`src/rtl/hilbert_3d_transpose_defines.svh`:
```
// Assertion macros used by the top level of the three-axis curve transform.
`ifndef HILBERT_3D_TRANSPOSE_DEFINES_SVH
`define HILBERT_3D_TRANSPOSE_DEFINES_SVH

`ifndef SYNTHESIS

`define H3DT_ASSERT(lbl, clk, rst_n, prop) \
  lbl: assert property (@(posedge clk) disable iff (!rst_n) prop) \
    else $error("h3dt check failed");

`define H3DT_ASSERT_ALWAYS(lbl, clk, prop) \
  lbl: assert property (@(posedge clk) prop) \
    else $error("h3dt check failed");

`else

`define H3DT_ASSERT(lbl, clk, rst_n, prop)

`define H3DT_ASSERT_ALWAYS(lbl, clk, prop)

`endif

`endif

```
`src/rtl/h3dt_pkg.sv`:
```
// Types, constants and word functions of the three-axis curve transform.
`timescale 1ns / 1ps

package h3dt_pkg;

  localparam int COORD_BITS = 8;
  localparam int AXES       = 3;
  localparam int CFG_W      = 4;
  localparam int ADDR_W     = 3;
  localparam int DATA_W     = 32;

  localparam logic [CFG_W-1:0] BITS_RESET = CFG_W'(8);

  typedef enum logic [0:0] {
    REG_BITS_IN_USE = 1'b0,
    REG_NONE        = 1'b1
  } reg_idx_e;

  typedef enum logic [0:0] {
    ACT_TO_AXES      = 1'b0,
    ACT_TO_TRANSPOSE = 1'b1
  } action_e;

  typedef logic [COORD_BITS-1:0] word_t;
  typedef word_t [AXES-1:0] triple_t;

  typedef struct packed {
    logic  action;
    word_t coord_x;
    word_t coord_y;
    word_t coord_z;
  } cmd_t;

  typedef struct packed {
    word_t out_x;
    word_t out_y;
    word_t out_z;
  } res_t;

  typedef struct packed {
    logic    action;
    triple_t w;
  } work_t;

  function automatic triple_t level_step(triple_t w, logic [1:0] axis, word_t q);
    triple_t r;
    word_t   p;
    word_t   d;
    r = w;
    p = q - word_t'(1);
    if ((r[axis] & q) != '0) begin
      r[0] = r[0] ^ p;
    end else begin
      d       = (r[0] ^ r[axis]) & p;
      r[0]    = r[0] ^ d;
      r[axis] = r[axis] ^ d;
    end
    return r;
  endfunction

  function automatic triple_t rot_fwd(triple_t t);
    triple_t r;
    r[0] = t[1];
    r[1] = t[2];
    r[2] = t[0];
    return r;
  endfunction

  function automatic triple_t rot_bwd(triple_t t);
    triple_t r;
    r[0] = t[2];
    r[1] = t[0];
    r[2] = t[1];
    return r;
  endfunction

  // Levels above the word width each rotate the three words; only the count modulo three matters.
  function automatic logic [1:0] rot_amount(logic [CFG_W-1:0] b);
    logic [CFG_W:0] n;
    n = '0;
    if (int'(b) > COORD_BITS) begin
      n = (CFG_W+1)'(int'(b) - COORD_BITS);
    end
    for (int i = 0; i < 5; i++) begin
      if (n >= (CFG_W+1)'(3)) begin
        n = n - (CFG_W+1)'(3);
      end
    end
    return n[1:0];
  endfunction

endpackage

```
`src/rtl/h3dt_cfg.sv`:
```
// Configuration register port holding the bit level count.
`timescale 1ns / 1ps

module h3dt_cfg (
  input  logic                        clk_i,
  input  logic                        rst_ni,
  input  logic                        psel,
  input  logic                        penable,
  input  logic                        pwrite,
  input  logic [h3dt_pkg::ADDR_W-1:0] paddr,
  input  logic [h3dt_pkg::DATA_W-1:0] pwdata,
  output logic [h3dt_pkg::DATA_W-1:0] prdata,
  output logic                        pready,
  output logic [h3dt_pkg::CFG_W-1:0]  levels_o
);

  logic [h3dt_pkg::CFG_W-1:0] bits_q;
  logic [h3dt_pkg::CFG_W-1:0] bits_d;
  h3dt_pkg::reg_idx_e         reg_idx;

  assign reg_idx = h3dt_pkg::reg_idx_e'(paddr[2]);
  assign pready  = 1'b1;

  always_comb begin
    bits_d = bits_q;
    if (psel && penable && pwrite && pready && reg_idx == h3dt_pkg::REG_BITS_IN_USE) begin
      bits_d = pwdata[h3dt_pkg::CFG_W-1:0];
    end
  end

  always_ff @(posedge clk_i or negedge rst_ni) begin
    if (!rst_ni) begin
      bits_q <= h3dt_pkg::BITS_RESET;
    end else begin
      bits_q <= bits_d;
    end
  end

  always_comb begin
    case (reg_idx)
      h3dt_pkg::REG_BITS_IN_USE: prdata = h3dt_pkg::DATA_W'(bits_q);
      default:                   prdata = '0;
    endcase
  end

  // A count of zero behaves as a count of one.
  assign levels_o = (bits_q == '0) ? h3dt_pkg::CFG_W'(1) : bits_q;

endmodule

```
`src/rtl/h3dt_pre.sv`:
```
// Entry stage: Gray decode or the rotation of levels above the word width.
`timescale 1ns / 1ps

module h3dt_pre (
  input  logic                       clk_i,
  input  logic                       rst_ni,
  input  logic                       valid_i,
  input  h3dt_pkg::cmd_t             cmd_i,
  input  logic [h3dt_pkg::CFG_W-1:0] levels_i,
  output logic                       valid_o,
  output h3dt_pkg::work_t            data_o
);

  logic                     valid_q;
  h3dt_pkg::work_t          data_q;
  h3dt_pkg::work_t          data_d;
  h3dt_pkg::triple_t        w;
  logic [1:0]               rot;

  always_comb begin
    w[0] = cmd_i.coord_x;
    w[1] = cmd_i.coord_y;
    w[2] = cmd_i.coord_z;
    rot  = h3dt_pkg::rot_amount(levels_i);
    data_d.action = cmd_i.action;
    data_d.w      = w;
    if (h3dt_pkg::action_e'(cmd_i.action) == h3dt_pkg::ACT_TO_AXES) begin
      data_d.w[2] = w[2] ^ w[1];
      data_d.w[1] = w[1] ^ w[0];
      data_d.w[0] = w[0] ^ (w[2] >> 1);
    end else begin
      case (rot)
        2'd1:    data_d.w = h3dt_pkg::rot_bwd(w);
        2'd2:    data_d.w = h3dt_pkg::rot_fwd(w);
        default: data_d.w = w;
      endcase
    end
  end

  always_ff @(posedge clk_i or negedge rst_ni) begin
    if (!rst_ni) begin
      valid_q <= 1'b0;
    end else begin
      valid_q <= valid_i;
    end
  end

  always_ff @(posedge clk_i) begin
    if (valid_i) begin
      data_q <= data_d;
    end
  end

  assign valid_o = valid_q;
  assign data_o  = data_q;

endmodule

```
`src/rtl/h3dt_level.sv`:
```
// One bit level of the transform, used ascending or descending by direction.
`timescale 1ns / 1ps

module h3dt_level #(
  parameter int LEVEL = 0
) (
  input  logic                       clk_i,
  input  logic                       rst_ni,
  input  logic                       valid_i,
  input  h3dt_pkg::work_t            data_i,
  input  logic [h3dt_pkg::CFG_W-1:0] levels_i,
  output logic                       valid_o,
  output h3dt_pkg::work_t            data_o
);

  localparam int              LvlUp = LEVEL + 1;
  localparam int              LvlDn = h3dt_pkg::COORD_BITS - 1 - LEVEL;
  localparam h3dt_pkg::word_t QUp   = h3dt_pkg::word_t'(1) << LvlUp;
  localparam h3dt_pkg::word_t QDn   = h3dt_pkg::word_t'(1) << LvlDn;

  logic            valid_q;
  h3dt_pkg::work_t data_q;
  h3dt_pkg::work_t data_d;
  logic            to_axes;
  logic            active;

  always_comb begin
    to_axes = (h3dt_pkg::action_e'(data_i.action) == h3dt_pkg::ACT_TO_AXES);
    if (to_axes) begin
      active = ({1'b0, levels_i} > (h3dt_pkg::CFG_W+1)'(LvlUp));
    end else begin
      active = ({1'b0, levels_i} > (h3dt_pkg::CFG_W+1)'(LvlDn));
    end
    data_d = data_i;
    if (active) begin
      if (to_axes) begin
        for (int i = h3dt_pkg::AXES - 1; i >= 0; i--) begin
          data_d.w = h3dt_pkg::level_step(data_d.w, 2'(i), QUp);
        end
      end else begin
        for (int i = 0; i < h3dt_pkg::AXES; i++) begin
          data_d.w = h3dt_pkg::level_step(data_d.w, 2'(i), QDn);
        end
      end
    end
  end

  always_ff @(posedge clk_i or negedge rst_ni) begin
    if (!rst_ni) begin
      valid_q <= 1'b0;
    end else begin
      valid_q <= valid_i;
    end
  end

  always_ff @(posedge clk_i) begin
    if (valid_i) begin
      data_q <= data_d;
    end
  end

  assign valid_o = valid_q;
  assign data_o  = data_q;

endmodule

```
`src/rtl/h3dt_post.sv`:
```
// Exit stage: rotation of levels above the word width or Gray encode.
`timescale 1ns / 1ps

module h3dt_post (
  input  logic                       clk_i,
  input  logic                       rst_ni,
  input  logic                       valid_i,
  input  h3dt_pkg::work_t            data_i,
  input  logic [h3dt_pkg::CFG_W-1:0] levels_i,
  output logic                       valid_o,
  output h3dt_pkg::res_t             result_o
);

  logic              valid_q;
  h3dt_pkg::res_t    res_q;
  h3dt_pkg::res_t    res_d;
  h3dt_pkg::triple_t w;
  h3dt_pkg::word_t   g;
  logic [1:0]        rot;

  always_comb begin
    rot = h3dt_pkg::rot_amount(levels_i);
    w   = data_i.w;
    g   = '0;
    if (h3dt_pkg::action_e'(data_i.action) == h3dt_pkg::ACT_TO_AXES) begin
      case (rot)
        2'd1:    w = h3dt_pkg::rot_fwd(data_i.w);
        2'd2:    w = h3dt_pkg::rot_bwd(data_i.w);
        default: w = data_i.w;
      endcase
    end else begin
      w[1] = w[1] ^ w[0];
      w[2] = w[2] ^ w[1];
      for (int j = 0; j < h3dt_pkg::COORD_BITS; j++) begin
        for (int k = 1; k < h3dt_pkg::COORD_BITS; k++) begin
          if (k > j && k < int'(levels_i)) begin
            g[j] = g[j] ^ w[2][k];
          end
        end
      end
      w[0] = w[0] ^ g;
      w[1] = w[1] ^ g;
      w[2] = w[2] ^ g;
    end
    res_d.out_x = w[0];
    res_d.out_y = w[1];
    res_d.out_z = w[2];
  end

  always_ff @(posedge clk_i or negedge rst_ni) begin
    if (!rst_ni) begin
      valid_q <= 1'b0;
    end else begin
      valid_q <= valid_i;
    end
  end

  always_ff @(posedge clk_i) begin
    if (valid_i) begin
      res_q <= res_d;
    end
  end

  assign valid_o  = valid_q;
  assign result_o = res_q;

endmodule

```
`src/rtl/hilbert_3d_transpose.sv`:
```
// Top level of the pipelined three-axis curve transform between transpose form and axes.
//
//   channel   handshake          payload
//   command   start / busy       cmd_i    (action, coord_x, coord_y, coord_z)
//   result    done_o             result_o (out_x, out_y, out_z)
//   config    APB psel/penable   paddr, pwdata, prdata
//
// One beat is taken every cycle; busy stays low.
// Each beat passes through an entry stage, one stage per bit level above the lowest,
// and an exit stage.
// Reset clears the valid bits of every stage and sets the level count to eight.
// The receiver cannot stall, so the pipeline never holds; each result shows for one cycle.
`timescale 1ns / 1ps
`include "hilbert_3d_transpose_defines.svh"

module hilbert_3d_transpose (
  input  logic                        clk_i,
  input  logic                        rst_ni,
  input  logic                        start,
  output logic                        busy,
  input  h3dt_pkg::cmd_t              cmd_i,
  output logic                        done_o,
  output h3dt_pkg::res_t              result_o,
  input  logic                        psel,
  input  logic                        penable,
  input  logic                        pwrite,
  input  logic [h3dt_pkg::ADDR_W-1:0] paddr,
  input  logic [h3dt_pkg::DATA_W-1:0] pwdata,
  output logic [h3dt_pkg::DATA_W-1:0] prdata,
  output logic                        pready
);

  localparam int Stages  = h3dt_pkg::COORD_BITS;
  localparam int Latency = h3dt_pkg::COORD_BITS + 1;

  logic [h3dt_pkg::CFG_W-1:0] levels;
  logic [Stages-1:0]          stg_valid;
  h3dt_pkg::work_t            stg_data [Stages];

  assign busy = 1'b0;

  h3dt_cfg u_cfg (
    .clk_i    (clk_i),
    .rst_ni   (rst_ni),
    .psel     (psel),
    .penable  (penable),
    .pwrite   (pwrite),
    .paddr    (paddr),
    .pwdata   (pwdata),
    .prdata   (prdata),
    .pready   (pready),
    .levels_o (levels)
  );

  h3dt_pre u_pre (
    .clk_i    (clk_i),
    .rst_ni   (rst_ni),
    .valid_i  (start && !busy),
    .cmd_i    (cmd_i),
    .levels_i (levels),
    .valid_o  (stg_valid[0]),
    .data_o   (stg_data[0])
  );

  for (genvar j = 0; j < Stages - 1; j++) begin : g_level
    h3dt_level #(
      .LEVEL (j)
    ) u_level (
      .clk_i    (clk_i),
      .rst_ni   (rst_ni),
      .valid_i  (stg_valid[j]),
      .data_i   (stg_data[j]),
      .levels_i (levels),
      .valid_o  (stg_valid[j+1]),
      .data_o   (stg_data[j+1])
    );
  end

  h3dt_post u_post (
    .clk_i    (clk_i),
    .rst_ni   (rst_ni),
    .valid_i  (stg_valid[Stages-1]),
    .data_i   (stg_data[Stages-1]),
    .levels_i (levels),
    .valid_o  (done_o),
    .result_o (result_o)
  );

  `H3DT_ASSERT(a_done_follows_start, clk_i, rst_ni, done_o |-> $past(start, Latency))
  `H3DT_ASSERT(a_done_from_last_level, clk_i, rst_ni, done_o |-> $past(stg_valid[Stages-1]))
  `H3DT_ASSERT(a_levels_nonzero, clk_i, rst_ni, levels != '0)

endmodule
```
`config.mk`:
```
export PLATFORM = sky130hd
export DESIGN_NAME = hilbert_3d_transpose
export DESIGN_NICKNAME = d
export VERILOG_FILES = /design/src/rtl/h3dt_pkg.sv /design/src/rtl/h3dt_cfg.sv /design/src/rtl/h3dt_pre.sv /design/src/rtl/h3dt_level.sv /design/src/rtl/h3dt_post.sv /design/src/rtl/hilbert_3d_transpose.sv
export VERILOG_INCLUDE_DIRS = /design/src /design/src/rtl
export SDC_FILE = /design/constraint.sdc
export NUM_CORES = 1
export LEC_CHECK = 0
export BUFFER_PORTS_ARGS = -buffer_cell sky130_fd_sc_hd__buf_2
export CAP_MARGIN = 20
export CORE_UTILIZATION = 42
export CTS_CLUSTER_DIAMETER = 40
export DETAILED_ROUTE_END_ITERATION = 7
export PLACE_DENSITY_LB_ADDON = 0.1
export SYNTH_ARGS = -nofsm -noshare
export SYNTH_HDL_FRONTEND = slang
export SYNTH_SLANG_ARGS = --single-unit
```
`constraint.sdc`:
```
create_clock -name clk_i -period 5.8 [get_ports clk_i]
set_clock_uncertainty 0.15 [all_clocks]
set_input_delay 0.58 -clock clk_i [delete_from_list [all_inputs] [get_ports clk_i]]
set_output_delay 0.58 -clock clk_i [all_outputs]
set_load 0.02 [all_outputs]
```
==> results of run 1 <==
## cells by family after synthesis
family / count (synthesis) / share of synthesized area
other: 2 / 0.000546
xor gates and xnor gates: 117 / 0.0938
DFF: 237 / 0.513
muxes: 115 / 0.0872
buffers and inverters: 150 / 0.0521
adders and majority gates: 5 / 0.00455
and+or+nand+nor: 296 / 0.0922
AOI/OAI and AO/OA: 356 / 0.157
## worst register-to-register path, stage by stage (launching register included)
cell and delay [ps]:
dfstp_2 820, and2_1 240, ha_1 160, ha_1 170
a21oi_1 80, xnor2_1 320, ha_1 250, o21a_1 120
a31oi_1 40, o21ai_0 370, nor2_1 80, o22ai_1 190
inv_1 70, ha_2 740, buf_12 290, nor2_1 80
a21oi_1 120, nor2_1 50, a21o_1 170
## cell usage in the layout (no fill, tap or decap), types with 10 or more instances in the layout
cell	n
inv_1	35
nor2b_1	21
xor2_1	16
nand2_1	138
clkbuf_16	38
conb_1	30
xnor2_1	82
nor2_1	99
nand2b_1	10
edfxtp_1	224
mux2i_1	85
a21oi_1	75
o22ai_1	17
dfrtp_1	12
o21ai_0	131
xnor3_1	10
mux2_2	29
buf_2	64
a22oi_1	49
o211ai_1	14
## layout make-up
| cell class | instances | area, µm² |
|---|---|---|
| timing repair buffer | 71 | 388 |
| fill | 2919 | 16400 |
| inverter | 36 | 135 |
| clock buffer | 44 | 993 |
| multi-input combinational | 919 | 6100 |
| sequential | 237 | 7050 |
| tap | 435 | 544 |
| clock inverter | 26 | 275 |
## sequential cells by signal, indices dropped and copies added (netlist names)
| signal | cells |
|---|---|
| g_level.u_level.data_o | 175 |
| g_level.u_level.valid_o | 7 |
| u_cfg.bits_q | 4 |
| u_post.result_o | 24 |
| u_post.valid_o | 1 |
| u_pre.data_o | 25 |
| u_pre.valid_o | 1 |
## metal layers
metal | vias to the layer above | global-route usage
met1 | 4455 | 0.223
met4 | 0 | 0.0497
li1 | 4660 | -
met5 | - | 0
met3 | 45 | 0.0286
met2 | 168 | 0.307
## power by group
part / internal, mW / switching, mW / leakage (nW)
logic: 1.25 / 1.54 / 2.93
registers: 2.39 / 0.387 / 2.36
clock network: 1.39 / 0.835 / 0.610
total: 5.03 / 2.76 / 5.90
## repair_timing
| action | CTS | global route |
|---|---|---|
| endpoints found under the setup margin | 0 | 0 |
| hold buffers | 1 | 0 |
| hold endpoints to repair | 12 | 0 |
## how the worst max path moves through the flow
stage | startpoint | to | cells after the start
6_report | u_cfg.bits_q[3]$_DFFE_PN1P_ | u_post.result_o[11]$_DFFE_PP_ | 18
3_3_place_gp | u_cfg.bits_q[3]$_DFFE_PN1P_ | u_post.result_o[17]$_DFFE_PP_ | 18
3_5_place_dp | u_cfg.bits_q[3]$_DFFE_PN1P_ | u_post.result_o[16]$_DFFE_PP_ | 17
4_1_cts | u_cfg.bits_q[3]$_DFFE_PN1P_ | u_post.result_o[16]$_DFFE_PP_ | 17
5_1_grt | u_cfg.bits_q[3]$_DFFE_PN1P_ | u_post.result_o[11]$_DFFE_PP_ | 18
2_1_floorplan | u_cfg.bits_q[3]$_DFFE_PN1P_ | u_post.result_o[2]$_DFFE_PP_ | 19
## synth_stat cells (all sizes together), types with 2 or more instances
master,instances
a221o,4
nor3,8
a21oi,77
nand2b,10
o211ai,14
mux2i,86
o21a,2
or2,5
mux2,29
nand3,2
a21o,8
nand2,140
clkbuf,72
or3,3
o21ai,140
a221oi,2
ha,5
a31oi,7
xnor2,84
a22o,4
a22oi,49
a211oi,4
a211o,2
xnor3,12
o22ai,17
o31ai,6
xor3,3
dfrtp,12
edfxtp,224
and2,3
o22a,9
buf,42
nor2b,21
inv,35
nor2,102
xor2,18
o311ai,3
conb,2
==> run metrics, run 1 <==
TritonCTS clock tree yes; clock buffer depth 3; later-pin clock latency in the skew report approximately 520 ps; Placement Setup Slack 1030 ps; Yosys Warn Count 0; crit end category flop; uppermost layer routed met4; Starting Density 0.432; post-DP HPWL ~20000 µm; Crit path required time around 5900 ps; die area about 0.033 mm²; PortBufs between 60 and 70; Crit Path Category reg2reg; WHS ~150 ps; initial antenna violation count 0; DP Area 0.0142 mm²; hold endpoint u_cfg.bits_q[0]$_DFFE_PN0P_; status finished, final reports clean; Post-CTS Setup Inserts 0; Hold Vio Cnt, Final 0; wl on met1 between 10000 and 15000 µm; # diodes 0; number of max-cap violations 0; gpl congestion just over 0.8; synth unique cells between 60 and 70; fmax 211 MHz; NumNets Final 1374; layout cells sized above 1 0.140; WHS Path Cells 2; chip width 183 µm; Crit-path slowest cell dfstp_2; Fin Setup TNS 0 ps; Final Worst Setup Slack ~1100 ps; Worst-Margin Slew between 1000 and 1500 ps; minimum clock period between 4000 and 5000 ps; Top delay family on crit path adder cells; Yosys top cell area share 0.489; met3 WL approximately 1000 µm; GRT Total Usage 0.175; DR vias/cell approximately 5.3; core area ~0.032 mm²; first-pass GRT wire length ~47000 µm; # rows between 60 and 70; buffers and inverters on the worst path 2; HP Class in2reg; initial DRC count approximately 550; maximum vdd ir drop ~0.00031 V; area grow syn2layout 12.5%; post-synthesis sequential area ratio 0.513; crit-path max cell delay around 820 ps; largest net degree at the start of global routing 49; placed insts approximately 1700; vias in the first global route 8979; slew margin rel. 0.303; Avg Cell Area, Syn 10.8 µm²; synthesized instance count 1278; number of synthesized flops with an enable pin about 220; fin util 0.486; asr flop ratio synth 0.0549; Final setup viols 0; Crit Path Max Fanout 42; clock sink total 237; top area cells in the synthesized netlist edfxtp_1 (49%), mux2i_1 (6.2%), xnor2_1 (5.2%); Detail Route Antenna Nets 0; #FFs+latches synth approximately 240; final std cells w/o fill 1768; htree depth 2; Synth Flop Type edfxtp_1; Boundary Pins between 100 and 150; R2R Path End u_post.result_o[11]$_DFFE_PP_; Tot Pwr roughly 7.8 mW; R2R depth 18; DR DRC count 0; arrival time worst endpoint 4860 ps; HP Start pwdata[0]; PD cells just over 500 mW/mm²; RR Startpoint u_cfg.bits_q[3]$_DFFE_PN1P_; static leakage roughly 5.9 nW; CTS buffer count 38; CP cell instances and2_1 > ha_1 > ha_1 > a21oi_1 > xnor2_1 > ha_1 > o21a_1 > a31oi_1 > o21ai_0 > nor2_1 > o22ai_1 > inv_1 > ha_2 > buf_12 > nor2_1 > a21oi_1 > nor2_1 > a21o_1; final number of max-transition violations 0; unrepaired setup endpoints after global routing no; Remaining Overflow, GRT 0; detailed-router iteration count before antenna repair 5; Die Y 183 µm; Tcrit/Tclk final 0.816; clock slew at reported path FFs 50 ps; Startpoint Class flop; Wirelength per Cell roughly 16 µm; mapped cell area ~0.014 mm²; largest area contributor in the netlist edfxtp_1; total wire length 29200 µm; CTS resizes 0; routed wl met2 between 10000 and 15000 µm; final instance area ~0.015 mm²; reg-to-reg slack, setup between 1000 and 1500 ps; root buf cell clkbuf_16; via count between 9000 and 10000
Note: power is estimated with default switching activity, not from simulation.
==> run 2: changes to the inputs <==
--- a/config.mk
+++ b/config.mk
@@ -6,6 +6,7 @@
 export SDC_FILE = /design/constraint.sdc
 export NUM_CORES = 1
 export LEC_CHECK = 0
+export ABC_AREA = 1
 export BUFFER_PORTS_ARGS = -buffer_cell sky130_fd_sc_hd__buf_2
 export CAP_MARGIN = 20
 export CORE_UTILIZATION = 42
==> constraint.sdc (replaced) <==
create_clock -name clk_i -period 4 [get_ports clk_i]
set_clock_uncertainty 0.15 [all_clocks]
set_input_delay 0.4 -clock clk_i [delete_from_list [all_inputs] [get_ports clk_i]]
set_output_delay 0.4 -clock clk_i [all_outputs]
set_load 0.02 [all_outputs]
==> run metrics, run 2 <==
status finished, final reports clean; TritonCTS clock tree yes; commonest non-fill, non-tap cell in the layout nand2_1; synth unique cells 53; detailed-router iteration count before antenna repair 5; Crit Path Category reg2reg; chip width about 180 µm; Yosys top cell area share 0.491; DP Area ~0.014 mm²; number of synthesized flops with an enable pin 224; DR DRC count 0; synthesized instance count approximately 1500; initial DRC count 850; Die Y 183 µm; GRT Total Usage 0.189; Hold Vio Cnt, Final 0; maximum vdd ir drop between 0.0005 and 0.0006 V; top area cells in the synthesized netlist edfxtp_1 (49%), o21ai_0 (9.7%), nand2_1 (8.0%); first-pass GRT wire length 50600 µm; worst setup path endpoint u_post.result_o[13]$_DFFE_PP_; most instantiated cells after synthesis nand2_1 (293), o21ai_0 (266), edfxtp_1 (224); root buf cell clkbuf_16; crit end category flop; total wire length 31900 µm; later-pin clock latency in the skew report 510 ps; NumNets Final between 1500 and 2000; Startpoint Class flop; Crit Path Max Fanout 6; R2R depth 19; Final setup viols 0; htree depth 2; PortBufs between 60 and 70; vias in the first global route 9981; critical path startpoint u_cfg.bits_q[3]$_DFFE_PN1P_; asr flop ratio synth 0.0549; unrepaired setup endpoints after global routing yes; via count roughly 11000; initial antenna violation count 0; largest area contributor in the netlist edfxtp_1; DR vias/cell between 5 and 6; Yosys Warn Count 0; Worst-Margin Slew a little over 1000 ps; fmax between 200 and 300 MHz; #FFs+latches synth between 200 and 250; Remaining Overflow, GRT 0; slew margin rel. 0.310; Crit path required time 4120 ps; mapped cell area ~0.014 mm²; layout cells sized above 1 0.148; core area around 0.032 mm²; CTS buffer count 38; reg-to-reg slack, setup between 200 and 250 ps; most frequent cells in the layout nand2_1 (293), o21ai_0 (262), edfxtp_1 (224), inv_1 (149), a21oi_1 (98); most common cell in the netlist nand2_1; largest net degree at the start of global routing 43; gpl congestion 0.850; number of max-cap violations 0; RR Startpoint u_cfg.bits_q[3]$_DFFE_PN1P_; HP Class in2reg; post-synthesis sequential area ratio 0.514; Avg Cell Area, Syn just under 9 µm²; Fin Setup TNS 0 ps; PD cells ~800 mW/mm²; final number of max-transition violations 0; clock buffer depth 3; # rows between 60 and 70; clock sink total 237; Synth Flop Type edfxtp_1; Starting Density 0.431; die area 0.0334 mm²; static leakage roughly 6.5 nW; Detail Route Antenna Nets 0; minimum clock period approximately 3800 ps; R2R Path End u_post.result_o[13]$_DFFE_PP_; Wirelength per Cell about 15 µm; fin util 0.499; Boundary Pins about 130; clock slew at reported path FFs ~50 ps; arrival time worst endpoint ~3900 ps; area grow syn2layout 15.7%; Tcrit/Tclk final 0.945; post-DP HPWL 23100 µm; final instance area about 0.016 mm²; max reg flops 175
## run 2: cell types whose count changed in the layout (fill, tap and decap cells not counted), sizes merged, moves of 57 or more
cell,change
o21ai,+131
mux2i,-82
nand3,+57
xnor2,-72
nand2,+168
inv,+130
## run 2: what timing repair did
item / 4_1_cts / 5_1_grt
setup endpoints to repair: 0 / 48
buffers inserted: 0 / 2
hold buffers: 4 / 0
gates resized for setup: 0 / 17
endpoints found under the hold margin: 16 / 0
## run 2: cells by family after synthesis
| logic type | Yosys count | synth area share |
|---|---|---|
| fa+ha+maj | 5 | 0.00456 |
| simple gates | 468 | 0.146 |
| flops | 237 | 0.514 |
| compound gates | 497 | 0.202 |
| mux | 26 | 0.0210 |
| xor+xnor | 49 | 0.0318 |
| buf+inv | 256 | 0.0797 |
| other cells | 2 | 0.000548 |
## run 2: per-layer routing
metal | wire [µm] | part of all wire | track usage | vias up
li1 | - | - | - | 5505
met1 | 14200 | 0.44 | 0.246 | 5070
met2 | 15800 | 0.49 | 0.324 | 244
met3 | 1400 | 0.044 | 0.0305 | 50
met4 | 599 | 0.019 | 0.0558 | 0
met5 | 0 | 0 | 0 | -
## run 2: power breakdown
group	internal, mW	switching, mW	total (mW)
clock	2.02	1.19	3.21
combinational	2.20	3.32	5.51
sequential	3.72	0.566	4.28
total	7.94	5.07	13.0
## run 2: critical path, cell delays in order (launching register included)
cell	delay (ps)
dfstp_2	550
nor2_4	40
inv_1	60
o21ai_0	70
nand2_1	80
inv_1	50
ha_1	190
ha_1	210
a21oi_2	120
inv_2	70
xor2_2	150
inv_1	80
ha_1	200
a22oi_1	160
nand2_1	150
xor2_2	260
ha_4	270
nor2_1	300
o221ai_1	180
and3_1	210
## run 2: worst min-delay path by stage
stage / slack [ps] / startpoint / cells after the start / endpoint
global placement: 170 / rst_ni / 1 / u_post.valid_o$_DFF_PN0_
finish: 30 / pwdata[2] / 3 / u_cfg.bits_q[2]$_DFFE_PN0P_
CTS: 6 / pwdata[2] / 3 / u_cfg.bits_q[2]$_DFFE_PN0P_
global route: 60 / cmd_i[24] / 1 / u_pre.data_o[24]$_DFFE_PP_
detailed placement: 170 / rst_ni / 1 / u_post.valid_o$_DFF_PN0_
floorplan: -50 / rst_ni / 0 / g_level[0].u_level.valid_o$_DFF_PN0_
## run 2: cell type report
class                      instances  area [µm²]
fill                            2894       15900
sequential                       237        7050
multi-input combinational       1075        5730
clock buffer                      45        1040
timing repair buffer              92         644
inverter                         166         628
tap                              435         544
clock inverter                    25         229
antenna                            1        2.50
## run 2: through the flow
| step | setup WS [ps] | hold WS (ps) | cells | total power, mW |
|---|---|---|---|---|
| 6_report | 220 | 28.8 | 2076 | 13.0 |
| 2_1_floorplan | 120 | -45.6 | 1568 | 7.87 |
| 5_1_grt | -54.7 | 58.1 | 2075 | 13.9 |
| 4_1_cts | 3.08 | 5.71 | 2071 | 12.8 |
| 3_5_place_dp | 32.6 | 167 | 1997 | 9.54 |
| 3_3_place_gp | 83.0 | 167 | 1997 | 9.45 |
